<file path="config.mk">
export PLATFORM = sky130hd
export DESIGN_NAME = media_chunk_deframer
export DESIGN_NICKNAME = d
export VERILOG_FILES = /design/src/rtl/mcd_pkg.sv /design/src/rtl/media_chunk_deframer.sv
export VERILOG_INCLUDE_DIRS = /design/src /design/src/rtl
export SDC_FILE = /design/constraint.sdc
export NUM_CORES = 1
export LEC_CHECK = 0
export ABC_AREA = 1
export BUFFER_PORTS_ARGS = -buffer_cell sky130_fd_sc_hd__buf_4
export CORE_UTILIZATION = 60
export CTS_BUF_LIST = sky130_fd_sc_hd__clkbuf_8
export CTS_CLUSTER_SIZE = 8
export DETAILED_ROUTE_END_ITERATION = 8
export PLACE_DENSITY = 0.8
export SLEW_MARGIN = 20
export SYNTH_ARGS = -nofsm -noshare
export SYNTH_HDL_FRONTEND = slang
export SYNTH_SLANG_ARGS = --single-unit
</file>
<file path="constraint.sdc">
create_clock -name clk -period 8.6 [get_ports clk]
set_clock_uncertainty 0.2 [all_clocks]
set_input_delay 1.29 -clock clk [delete_from_list [all_inputs] [get_ports clk]]
set_output_delay 1.29 -clock clk [all_outputs]
set_load 0.005 [all_outputs]
</file>
<file path="src/rtl/media_chunk_deframer_assert.svh">
// ----------------------------------------------------------------------------
// media_chunk_deframer_assert.svh
// Assertion macros for the chunk deframer. They expand to nothing in synthesis.
// ----------------------------------------------------------------------------
`ifndef MEDIA_CHUNK_DEFRAMER_ASSERT_SVH
`define MEDIA_CHUNK_DEFRAMER_ASSERT_SVH

`ifndef SYNTHESIS

// The expression holds at every clock edge out of reset.
`define MCD_ASSERT(lbl, clk, rst_n, expr) \
  lbl: assert property (@(posedge clk) disable iff (!rst_n) (expr)) \
    else $error("mcd assertion failed");

// The consequent holds in the cycle after the antecedent.
`define MCD_ASSERT_NEXT(lbl, clk, rst_n, ante, cons) \
  lbl: assert property (@(posedge clk) disable iff (!rst_n) (ante) |=> (cons)) \
    else $error("mcd assertion failed");

`else

`define MCD_ASSERT(lbl, clk, rst_n, expr)
`define MCD_ASSERT_NEXT(lbl, clk, rst_n, ante, cons)

`endif

`endif

</file>
<file path="src/rtl/mcd_pkg.sv">
// ----------------------------------------------------------------------------
// mcd_pkg
// Types and constants shared by the media chunk deframer.
// ----------------------------------------------------------------------------
package mcd_pkg;

  // Parser phase, one-hot.
  typedef enum logic [5:0] {
    PH_ID      = 6'b000001,
    PH_SIZE    = 6'b000010,
    PH_TIME    = 6'b000100,
    PH_FLAGS   = 6'b001000,
    PH_PAYLOAD = 6'b010000,
    PH_SKIP    = 6'b100000
  } phase_t;

  typedef enum logic [1:0] {
    KIND_PAYLOAD = 2'd0,
    KIND_EMPTY   = 2'd1,
    KIND_END     = 2'd2,
    KIND_INVALID = 2'd3
  } kind_t;

  // Chunk ids as little-endian words: "00dc" and "01wb".
  localparam logic [31:0] TAG_VIDEO = 32'h6364_3030;
  localparam logic [31:0] TAG_AUDIO = 32'h6277_3130;
  localparam logic [31:0] SIZE_END  = 32'hFFFF_FFFF;
  localparam int unsigned KEY_BIT   = 12;
  localparam logic [31:0] MEDIA_HDR_BYTES = 32'd8;

  // Configuration register map (word index).
  localparam logic REG_STREAM_COUNT = 1'b0;
  localparam logic [1:0] STREAM_COUNT_RST = 2'd2;

  typedef struct packed {
    kind_t       kind;
    logic [7:0]  payload_byte;
    logic        stream_id;
    logic [31:0] presentation_time;
    logic        key_frame;
    logic [31:0] packet_offset;
    logic        last_of_packet;
  } result_t;

endpackage

</file>
<file path="src/rtl/media_chunk_deframer.sv">
// ----------------------------------------------------------------------------
// media_chunk_deframer
// Splits the packet area of a container file into chunks and emits payload
// bytes of video and audio chunks with their stream, timestamp and key flag.
// ----------------------------------------------------------------------------
// Results are registered in the output entry, or in the skid entry while
// the output entry waits. One byte is taken per cycle while the skid is free.
// A two-entry output buffer lets input continue while one result is stalled.
// Reset (rst_n low, synchronous) returns the parser to reading a chunk id,
// clears offsets and the halt flag, empties the buffer and sets stream_count
// to 2.
module media_chunk_deframer (
  input  logic        clk,
  input  logic        rst_n,
  // Input channel
  input  logic        in_valid,
  output logic        in_stall,
  input  logic [7:0]  in_data_byte,
  // Result channel
  output logic        out_valid,
  input  logic        out_stall,
  output logic [1:0]  out_kind,
  output logic [7:0]  out_payload_byte,
  output logic        out_stream_id,
  output logic [31:0] out_presentation_time,
  output logic        out_key_frame,
  output logic [31:0] out_packet_offset,
  output logic        out_last_of_packet,
  // Configuration port
  input  logic        cfg_psel,
  input  logic        cfg_penable,
  input  logic        cfg_pwrite,
  input  logic [2:0]  cfg_paddr,
  input  logic [31:0] cfg_pwdata,
  output logic [31:0] cfg_prdata,
  output logic        cfg_pready
);

`include "media_chunk_deframer_assert.svh"

  mcd_pkg::phase_t  phase_r, phase_nxt;
  logic [1:0]       field_byte_count_r, field_byte_count_nxt;
  logic [31:0]      assembly_word_r, assembly_word_nxt;
  logic [31:0]      chunk_tag_r, chunk_tag_nxt;
  logic [31:0]      bytes_remaining_r, bytes_remaining_nxt;
  logic [31:0]      held_timestamp_r, held_timestamp_nxt;
  logic             held_key_r, held_key_nxt;
  logic             held_stream_r, held_stream_nxt;
  logic [31:0]      byte_offset_r, byte_offset_nxt;
  logic [31:0]      read_start_offset_r, read_start_offset_nxt;
  logic             halted_r, halted_nxt;
  logic [1:0]       stream_count_r;

  mcd_pkg::result_t out_r, skid_r, res;
  logic             out_valid_r, skid_valid_r;
  logic             produce;
  logic             in_accept, out_take, cfg_write;
  logic [31:0]      word;
  logic [31:0]      next_off;
  logic             media_chunk;
  logic             stream_sel;

  assign in_accept = in_valid && !in_stall;
  assign out_take  = out_valid_r && !out_stall;
  assign cfg_write = cfg_psel && cfg_penable && cfg_pwrite && cfg_pready;

  // Input is held off only while the skid entry is occupied.
  assign in_stall = skid_valid_r;

  assign word        = {in_data_byte, assembly_word_r[23:0]};
  assign next_off    = byte_offset_r + 32'd1;
  assign media_chunk = (chunk_tag_r == mcd_pkg::TAG_VIDEO) ||
                       (chunk_tag_r == mcd_pkg::TAG_AUDIO);
  assign stream_sel  = (chunk_tag_r == mcd_pkg::TAG_AUDIO);

  always_comb begin
    phase_nxt             = phase_r;
    field_byte_count_nxt  = field_byte_count_r;
    assembly_word_nxt     = assembly_word_r;
    chunk_tag_nxt         = chunk_tag_r;
    bytes_remaining_nxt   = bytes_remaining_r;
    held_timestamp_nxt    = held_timestamp_r;
    held_key_nxt          = held_key_r;
    held_stream_nxt       = held_stream_r;
    byte_offset_nxt       = byte_offset_r;
    read_start_offset_nxt = read_start_offset_r;
    halted_nxt            = halted_r;
    produce               = 1'b0;
    res                   = '0;

    if (in_accept && !halted_r) begin
      byte_offset_nxt = next_off;
      unique case (phase_r) inside
        mcd_pkg::PH_PAYLOAD: begin
          produce                = 1'b1;
          res.kind               = mcd_pkg::KIND_PAYLOAD;
          res.payload_byte       = in_data_byte;
          res.stream_id          = held_stream_r;
          res.presentation_time  = held_timestamp_r;
          res.key_frame          = held_key_r;
          res.packet_offset      = read_start_offset_r;
          res.last_of_packet     = (bytes_remaining_r == 32'd1);
          bytes_remaining_nxt    = bytes_remaining_r - 32'd1;
          if (bytes_remaining_r == 32'd1) begin
            phase_nxt             = mcd_pkg::PH_ID;
            read_start_offset_nxt = next_off;
          end
        end
        mcd_pkg::PH_SKIP: begin
          bytes_remaining_nxt = bytes_remaining_r - 32'd1;
          if (bytes_remaining_r == 32'd1) begin
            phase_nxt = mcd_pkg::PH_ID;
          end
        end
        mcd_pkg::PH_ID, mcd_pkg::PH_SIZE, mcd_pkg::PH_TIME, mcd_pkg::PH_FLAGS: begin
          if (field_byte_count_r != 2'd3) begin
            field_byte_count_nxt = field_byte_count_r + 2'd1;
            assembly_word_nxt[{field_byte_count_r, 3'b000} +: 8] = in_data_byte;
          end else begin
            field_byte_count_nxt = 2'd0;
            assembly_word_nxt    = '0;
            unique case (phase_r)
              mcd_pkg::PH_ID: begin
                chunk_tag_nxt = word;
                phase_nxt     = mcd_pkg::PH_SIZE;
              end
              mcd_pkg::PH_SIZE: begin
                if (word == mcd_pkg::SIZE_END) begin
                  produce    = 1'b1;
                  res.kind   = mcd_pkg::KIND_END;
                  halted_nxt = 1'b1;
                end else if (media_chunk) begin
                  held_stream_nxt = stream_sel;
                  // Too short for timestamp and flags, or a stream the header
                  // never declared.
                  if ((word < mcd_pkg::MEDIA_HDR_BYTES) ||
                      ({1'b0, stream_sel} >= stream_count_r)) begin
                    produce    = 1'b1;
                    res.kind   = mcd_pkg::KIND_INVALID;
                    halted_nxt = 1'b1;
                  end else begin
                    bytes_remaining_nxt = word - mcd_pkg::MEDIA_HDR_BYTES;
                    phase_nxt           = mcd_pkg::PH_TIME;
                  end
                end else if (word == 32'd0) begin
                  phase_nxt = mcd_pkg::PH_ID;
                end else begin
                  bytes_remaining_nxt = word;
                  phase_nxt           = mcd_pkg::PH_SKIP;
                end
              end
              mcd_pkg::PH_TIME: begin
                held_timestamp_nxt = word;
                phase_nxt          = mcd_pkg::PH_FLAGS;
              end
              default: begin
                held_key_nxt = word[mcd_pkg::KEY_BIT];
                if (bytes_remaining_r == 32'd0) begin
                  produce                = 1'b1;
                  res.kind               = mcd_pkg::KIND_EMPTY;
                  res.stream_id          = held_stream_r;
                  res.presentation_time  = held_timestamp_r;
                  res.key_frame          = word[mcd_pkg::KEY_BIT];
                  res.packet_offset      = read_start_offset_r;
                  res.last_of_packet     = 1'b1;
                  phase_nxt              = mcd_pkg::PH_ID;
                  read_start_offset_nxt  = next_off;
                end else begin
                  phase_nxt = mcd_pkg::PH_PAYLOAD;
                end
              end
            endcase
          end
        end
        default: begin
          phase_nxt = mcd_pkg::PH_ID;
        end
      endcase
    end
  end

  // Control state.
  always_ff @(posedge clk) begin
    if (!rst_n) begin
      phase_r             <= mcd_pkg::PH_ID;
      field_byte_count_r  <= '0;
      bytes_remaining_r   <= '0;
      byte_offset_r       <= '0;
      read_start_offset_r <= '0;
      halted_r            <= 1'b0;
      stream_count_r      <= mcd_pkg::STREAM_COUNT_RST;
      out_valid_r         <= 1'b0;
      skid_valid_r        <= 1'b0;
    end else begin
      phase_r             <= phase_nxt;
      field_byte_count_r  <= field_byte_count_nxt;
      bytes_remaining_r   <= bytes_remaining_nxt;
      byte_offset_r       <= byte_offset_nxt;
      read_start_offset_r <= read_start_offset_nxt;
      halted_r            <= halted_nxt;
      if (cfg_write && (cfg_paddr[2] == mcd_pkg::REG_STREAM_COUNT)) begin
        stream_count_r <= cfg_pwdata[1:0];
      end
      if (skid_valid_r) begin
        if (out_take) begin
          skid_valid_r <= 1'b0;
        end
      end else if (produce) begin
        if (out_valid_r && !out_take) begin
          skid_valid_r <= 1'b1;
        end else begin
          out_valid_r <= 1'b1;
        end
      end else if (out_take) begin
        out_valid_r <= 1'b0;
      end
    end
  end

  // Data registers.
  always_ff @(posedge clk) begin
    assembly_word_r  <= assembly_word_nxt;
    chunk_tag_r      <= chunk_tag_nxt;
    held_timestamp_r <= held_timestamp_nxt;
    held_key_r       <= held_key_nxt;
    held_stream_r    <= held_stream_nxt;
    if (skid_valid_r) begin
      if (out_take) begin
        out_r <= skid_r;
      end
    end else if (produce) begin
      if (out_valid_r && !out_take) begin
        skid_r <= res;
      end else begin
        out_r <= res;
      end
    end
  end

  assign out_valid             = out_valid_r;
  assign out_kind              = out_r.kind;
  assign out_payload_byte      = out_r.payload_byte;
  assign out_stream_id         = out_r.stream_id;
  assign out_presentation_time = out_r.presentation_time;
  assign out_key_frame         = out_r.key_frame;
  assign out_packet_offset     = out_r.packet_offset;
  assign out_last_of_packet    = out_r.last_of_packet;

  assign cfg_pready = 1'b1;
  assign cfg_prdata = (cfg_paddr[2] == mcd_pkg::REG_STREAM_COUNT) ?
                      {30'd0, stream_count_r} : 32'd0;

  // The skid entry is only ever filled behind a waiting output entry.
  `MCD_ASSERT(a_skid_behind_out, clk, rst_n, !skid_valid_r || out_valid_r)
  // Once stopped, no byte yields a result.
  `MCD_ASSERT(a_halted_silent, clk, rst_n, !(halted_r && produce))
  // End and invalid results stop the parser.
  `MCD_ASSERT_NEXT(a_halt_after_final, clk, rst_n,
                   produce && ((res.kind == mcd_pkg::KIND_END) ||
                               (res.kind == mcd_pkg::KIND_INVALID)),
                   halted_r)
  // Only payload results carry a byte.
  `MCD_ASSERT(a_payload_zero, clk, rst_n,
              !out_valid_r || (out_r.kind == mcd_pkg::KIND_PAYLOAD) ||
              (out_r.payload_byte == 8'd0))
  // The field byte counter only moves while assembling a header word.
  `MCD_ASSERT(a_count_in_field, clk, rst_n,
              (field_byte_count_r == 2'd0) || (phase_r == mcd_pkg::PH_ID) ||
              (phase_r == mcd_pkg::PH_SIZE) || (phase_r == mcd_pkg::PH_TIME) ||
              (phase_r == mcd_pkg::PH_FLAGS))

endmodule
</file>
## Word level (Yosys, flattened, before mapping)

Index checks and enable logic that the tools add are counted.

- Word-level logic and storage cells: 163
- Register bits: 361

- Muxes and demuxes: 59
- Equality and inequality tests: 25
- Shift-type cells: 2
- Add/subtract/negate cells: 5
- Bitwise logic cells: 5
- Reduce and logical (&&, ||, !) cells: 37
- Order comparisons: 2

Operator list:

| kind | count |
|---|---|
| 77-bit two-way mux | 5 |
| 32-bit two-way mux | 10 |
| 67-bit two-way mux | 3 |
| 67-bit one-hot mux with 2 select lines | 1 |
| 32-bit one-hot mux with 2 select lines | 2 |
| 32-bit by 31-bit == test with 1-bit output, second input constant | 2 |
| 32-bit zero test | 2 |
| 6-bit two-way mux | 6 |
| 32-bit by 1-bit adder with 32-bit output, second input constant | 1 |
| 32-bit bitwise mux | 1 |
| 32-bit by 1-bit == test with 1-bit output, second input constant | 1 |
| 32-bit == test, second input constant | 1 |
| 32-bit by 4-bit < comparator with 1-bit output, second input constant | 1 |
| 8-bit by 7-bit variable shift with 32-bit output, first input constant | 1 |
| 8-bit by 7-bit variable part select with 32-bit output | 1 |
| 32-bit by 1-bit subtractor with 32-bit output, second input constant | 1 |
| 32-bit by 4-bit subtractor with 32-bit output, second input constant | 1 |
| 6-bit one-hot mux with 3 select lines | 1 |
| 6-bit AND reduction | 3 |
| 1-bit two-way mux | 17 |
| 2-bit != test, second input constant | 8 |
| 2-bit two-way mux | 7 |
| 6-bit one-hot mux with 2 select lines | 1 |
| 4-bit AND reduction | 3 |
| other kinds (28) | 55 |

## Logic depth before layout (Yosys ltp)

- Word-level depth: 13
- Depth in mapped cells: 19
- Depth with buffers taken out: 19

## Worst setup path before layout

No wires, ideal clock.

- Path kind: in2reg
- Start: in in_data_byte[0]
- End: reg out_r (netlist bit out_key_frame) (enable)
- Buffers on the path: 1
- Required time: 7.863 ns
- Cell stages on the path: 12
- Setup slack: 1.813 ns
- Data arrival time: 6.049 ns
- Path through: buf_2 -> nor2_1 -> nand2_1 -> nor2_1 -> nand2_1 -> o21bai_2 -> nand2_1 -> nand2_1 -> nand2_1 -> nand2_1 -> nand2_1 -> a21oi_1

- Longest elaborated chain between the ends: 11

Ends and longest elaborated chain:

| what | RTL line | RTL |
|---|---|---|
| start, declared | media_chunk_deframer.sv:18 | `input logic [7:0] in_data_byte,` |
| 32-bit by 4-bit < comparator with 1-bit output | media_chunk_deframer.sv:136 | `if ((word < mcd_pkg::MEDIA_HDR_BYTES) \|\|` |
| 1-bit logical OR | media_chunk_deframer.sv:136 |  |
| 1-bit two-way mux | media_chunk_deframer.sv:136 |  |
| 1-bit two-way mux | media_chunk_deframer.sv:132 | `end else if (media_chunk) begin` |
| 1-bit two-way mux * | media_chunk_deframer.sv:128 | `if (word == mcd_pkg::SIZE_END) begin` |
| 1-bit one-hot mux with 2 select lines * | media_chunk_deframer.sv:122 | `unique case (phase_r)` |
| 1-bit two-way mux * | media_chunk_deframer.sv:116 | `if (field_byte_count_r != 2'd3) begin` |
| 1-bit one-hot mux with 2 select lines * | media_chunk_deframer.sv:93 | `unique case (phase_r) inside` |
| 1-bit two-way mux * | media_chunk_deframer.sv:91 | `if (in_accept && !halted_r) begin` |
| 2-bit nonzero test (no line) * | -- |  |
| 3-bit AND reduction (no line) * | -- |  |
| end signal, assigned | media_chunk_deframer.sv:229 | `out_r <= skid_r;` |
| end signal, assigned | media_chunk_deframer.sv:235 | `out_r <= res;` |
| end, declared | media_chunk_deframer.sv:54 | `mcd_pkg::result_t out_r, skid_r, res;` |

Mark *: on every way between the ends. The rest lies on a longest branch, timed or not.
A chain may end at the register's enable or synchronous reset.

## Worst setup path after layout

- Start: reg skid_valid_r, in the netlist in_stall
- End: reg read_start_offset_r[23]

- Longest elaborated chain between the ends: 4

Ends and longest elaborated chain:

| what | RTL line | RTL |
|---|---|---|
| start, declared | media_chunk_deframer.sv:55 | `logic out_valid_r, skid_valid_r;` |
| start signal, assigned | media_chunk_deframer.sv:193 | `skid_valid_r <= 1'b0;` |
| start signal, assigned | media_chunk_deframer.sv:206 | `skid_valid_r <= 1'b0;` |
| start signal, assigned | media_chunk_deframer.sv:210 | `skid_valid_r <= 1'b1;` |
| 1-bit zero test | media_chunk_deframer.sv:63 | `assign in_accept = in_valid && !in_stall;` |
| 1-bit logical AND | media_chunk_deframer.sv:63 |  |
| 1-bit logical AND | media_chunk_deframer.sv:91 |  |
| 6-bit AND reduction (no line) | -- |  |
| end signal, assigned | media_chunk_deframer.sv:199 | `read_start_offset_r <= read_start_offset_nxt;` |
| end, declared | media_chunk_deframer.sv:50 | `logic [31:0] read_start_offset_r, read_start_offset_nxt;` |

Every way passes these cells.

==> flow_summary.toml <==
[run_status]
status = "finished clean"

[timing]
rsz0062_at_grt = "no"
fmax_ghz = 0.2393
post-route-min-period_ps = 4179
hold_viol_final = 0
worst_slew_pin_slew_ps = 1071
setup_violations = 0
fin_crit_sh_pct = 48.60
slew_headroom_pct = 28.60
holdWs_ps = 262.4
maxSlewViolCount = 0
setup_tns_ps = 0

[finish]
layout.nets = 2255
multi_input_area_um2 = 6515
regArea_um2 = 9510
area_growth_pct = 10.05
layout-drive-gt1-share_pct = 9.332
antenna_cells = 0
mostFrequentLayoutCells = "nand2_1 (504), nor2_1 (372), inv_1 (270)"
final_common_cell = "nand2_1"
fill_cells = 2285

[route]
avgRoutedWirePerCell_um = 15.05
antenna_left = 0
firstDrtPassIters = 6
drc = 0
via_per_inst = 5.347
drtIter0Drc = 1413
num_vias = 13970
finalWirelength_mm = 39.33

[clock_tree]
clk-insertion-delay-late_ps = 600
path_clk_slew_ps = 60
cts.sinks = 353
hold_buffers = 0
cts_setup_buffers = 0
numCtsBuffers = 55
clock_tree.root_cell = "clkbuf_8"
post_cts_resized = 0
cts_tree = "built"
cts_max_level = 2
cts_buffer_depth = 3

[power]
clockPowerShare_pct = 24.6
swShare_pct = 37.89
combPwrFrac_pct = 30.0
p_total_mw = 5.116
power.switching_mw = 1.938
p_per_area_nw_per_um2 = 265.8
ir_drop_mv = 0.2150
seq_power_share_pct = 45.5
internal_power_mw = 3.178
p_leak_nw = 8.283

[yosys]
synthSimpleGateAreaFrac_pct = 25.10
synth_top_flop_cell = "edfxtp_1"
synth_fa_ha_area_share_pct = 0.7155
synth_edf_count = 244
synth-async-reset-ratio_pct = 0
syn-mean-instance-area_um2 = 8.288
synth_area_um2 = 17490
synth_top_family_by_area = "simple AND/OR/NAND/NOR gates"
synth_cell_type_count = 42
synthCells = 2110
yosys_warnings = 0
synth_xor_area_share_pct = 2.955
seq_area_frac_synth_pct = 54.38
ys_ff_latch = 353
synth_mux_area_share_pct = 0
synth-compound-area-share_pct = 7.698

[worst_setup_path]
setup.worst_path.class = "flip-flop to flip-flop"
start_kind = "flip-flop"
startpoint = "in_stall"
reg2reg_from = "in_stall"
crit_path_end_kind = "flip-flop"
r2r_slack_ps = 4420
crit_end = "read_start_offset_r[23]"
worstPathRequired_ps = 8860
r2r-end = "read_start_offset_r[23]"
arrival_ps = 4440
worstRegToRegCells = 11
worstPathMaxFanout = 80

[global_route]
grt_pass1_wl_mm = 63.67
antenna_found_initial = 0
grt.overflow.total = 0
grt_pass1_vias = 12770
grt_max_degree = 120
grt_usage_pct = 26.32

[placement]
io_buffers = 98
dp_hpwl_mm = 26.46
gp_congestion = 0.9221

[worst_hold_path]
hold_path_class = "flip-flop to flip-flop"

[die]
pin_count = 162
core_area_um2 = 28700
die_y_um = 172.7
fp.dieArea_um2 = 29830
row_count = 62
die_w_um = 172.7
start_util_pct = 60.93

[job]
maxCapViolations = 0
-- cell type report --
type / instances / share of cell area [%]
Clock inverter: 34 / 0.9557
Timing Repair Buffer: 109 / 4.252
Clock buffer: 57 / 4.076
Tap cell: 384 / 2.496
Multi-Input combinational cell: 1422 / 33.85
Inverter: 254 / 4.954
Sequential cell: 353 / 49.41
-- state kept, by name, summed over array words and instances, names as in the netlist --
register,cells
out_key_frame,1
skid_r,77
field_byte_count_r,2
byte_offset_r,32
out_packet_offset,32
out_payload_byte,8
in_stall,1
held_stream_r,1
halted_r,1
stream_count_r,2
out_stream_id,1
held_timestamp_r,32
out_valid,1
out_presentation_time,32
chunk_tag_r,32
assembly_word_r,24
out_kind,2
bytes_remaining_r,32
phase_r,6
held_key_r,1
out_last_of_packet,1
read_start_offset_r,32
-- power groups by stage --
stage	clock [mW]	combinational, mW	sequential (mW)
5_1_grt	1.34	1.74	2.34
2_1_floorplan	0	1.24	2.20
4_1_cts	1.28	1.52	2.31
6_report	1.26	1.53	2.33
3_5_place_dp	0	1.50	2.34
3_3_place_gp	0	1.45	2.34
-- worst min-delay path by stage --
stage          startpoint       end  slack, ps  cells past startpoint
4_1_cts          halted_r  halted_r        270                      2
3_3_place_gp     halted_r  halted_r        240                      2
2_1_floorplan    halted_r  halted_r        240                      2
6_report         halted_r  halted_r        260                      2
5_1_grt          halted_r  halted_r        290                      2
3_5_place_dp     halted_r  halted_r        260                      2
-- Yosys cell counts (3+ instances only) --
cell type | instances | area share [%]
a21o_1 | 8 | 0.34
a21oi_1 | 73 | 2.1
buf_1 | 4 | 0.086
buf_2 | 22 | 0.63
buf_4 | 35 | 1.5
buf_6 | 9 | 0.58
clkbuf_1 | 39 | 0.84
clkinv_1 | 4 | 0.086
dfxtp_1 | 109 | 12
edfxtp_1 | 244 | 42
ha_1 | 10 | 0.72
inv_1 | 246 | 5.3
inv_2 | 4 | 0.086
nand2_1 | 504 | 11
nand3_1 | 103 | 2.9
nand3_2 | 4 | 0.23
nand3b_1 | 4 | 0.17
nand4_1 | 23 | 0.82
nor2_1 | 374 | 8.0
nor2_2 | 9 | 0.32
nor3_1 | 31 | 0.89
nor3_2 | 3 | 0.17
nor4_1 | 5 | 0.18
o211ai_1 | 9 | 0.39
o21ai_0 | 131 | 3.7
o21ai_1 | 23 | 0.66
o21bai_1 | 4 | 0.17
xnor2_1 | 6 | 0.30
xor2_1 | 53 | 2.7
-- per-stage QoR --
stage	worst slack [ps]	instances	cell area [um2]	utilization, %
floorplan	1813	2139	17600	-
global placement	4117	2522	18280	63.68
detailed placement	4020	2522	18280	63.68
CTS	4416	2613	19250	67.05
global route	4075	2613	19250	67.05
finish	4421	2613	19250	67.05
-- cells by family (layout without fill, tap and decap cells) --
family	after synthesis	after routing
AND/OR/NAND/NOR	1069	1069
buffers and inverters	364	454
flip-flops	353	353
AO/OA/AOI/OAI	253	253
XOR/XNOR	59	59
adder cells (fa/ha/maj)	10	10
other	2	31
-- per-layer routing --
metal / track usage [%] / up-vias / part of all wire (%)
met3: 4.222 / 99 / 8.8
met1: 37.31 / 6370 / 44
met5: 0 / - / 0
met2: 40.98 / 601 / 44
met4: 9.919 / 0 / 2.9
li1: - / 6903 / -
-- critical path, stage by stage, from the launching register on --
cell and delay, ps:
dfxtp_2 320, buf_4 690, inv_2 130, nand3_1 120, buf_4 460, inv_2 410
nand2_1 270, o21ai_1 130, nand3_2 510, inv_2 410, o21ai_1 260, nor2_1 70
Note: power is estimated with default switching activity, not from simulation.
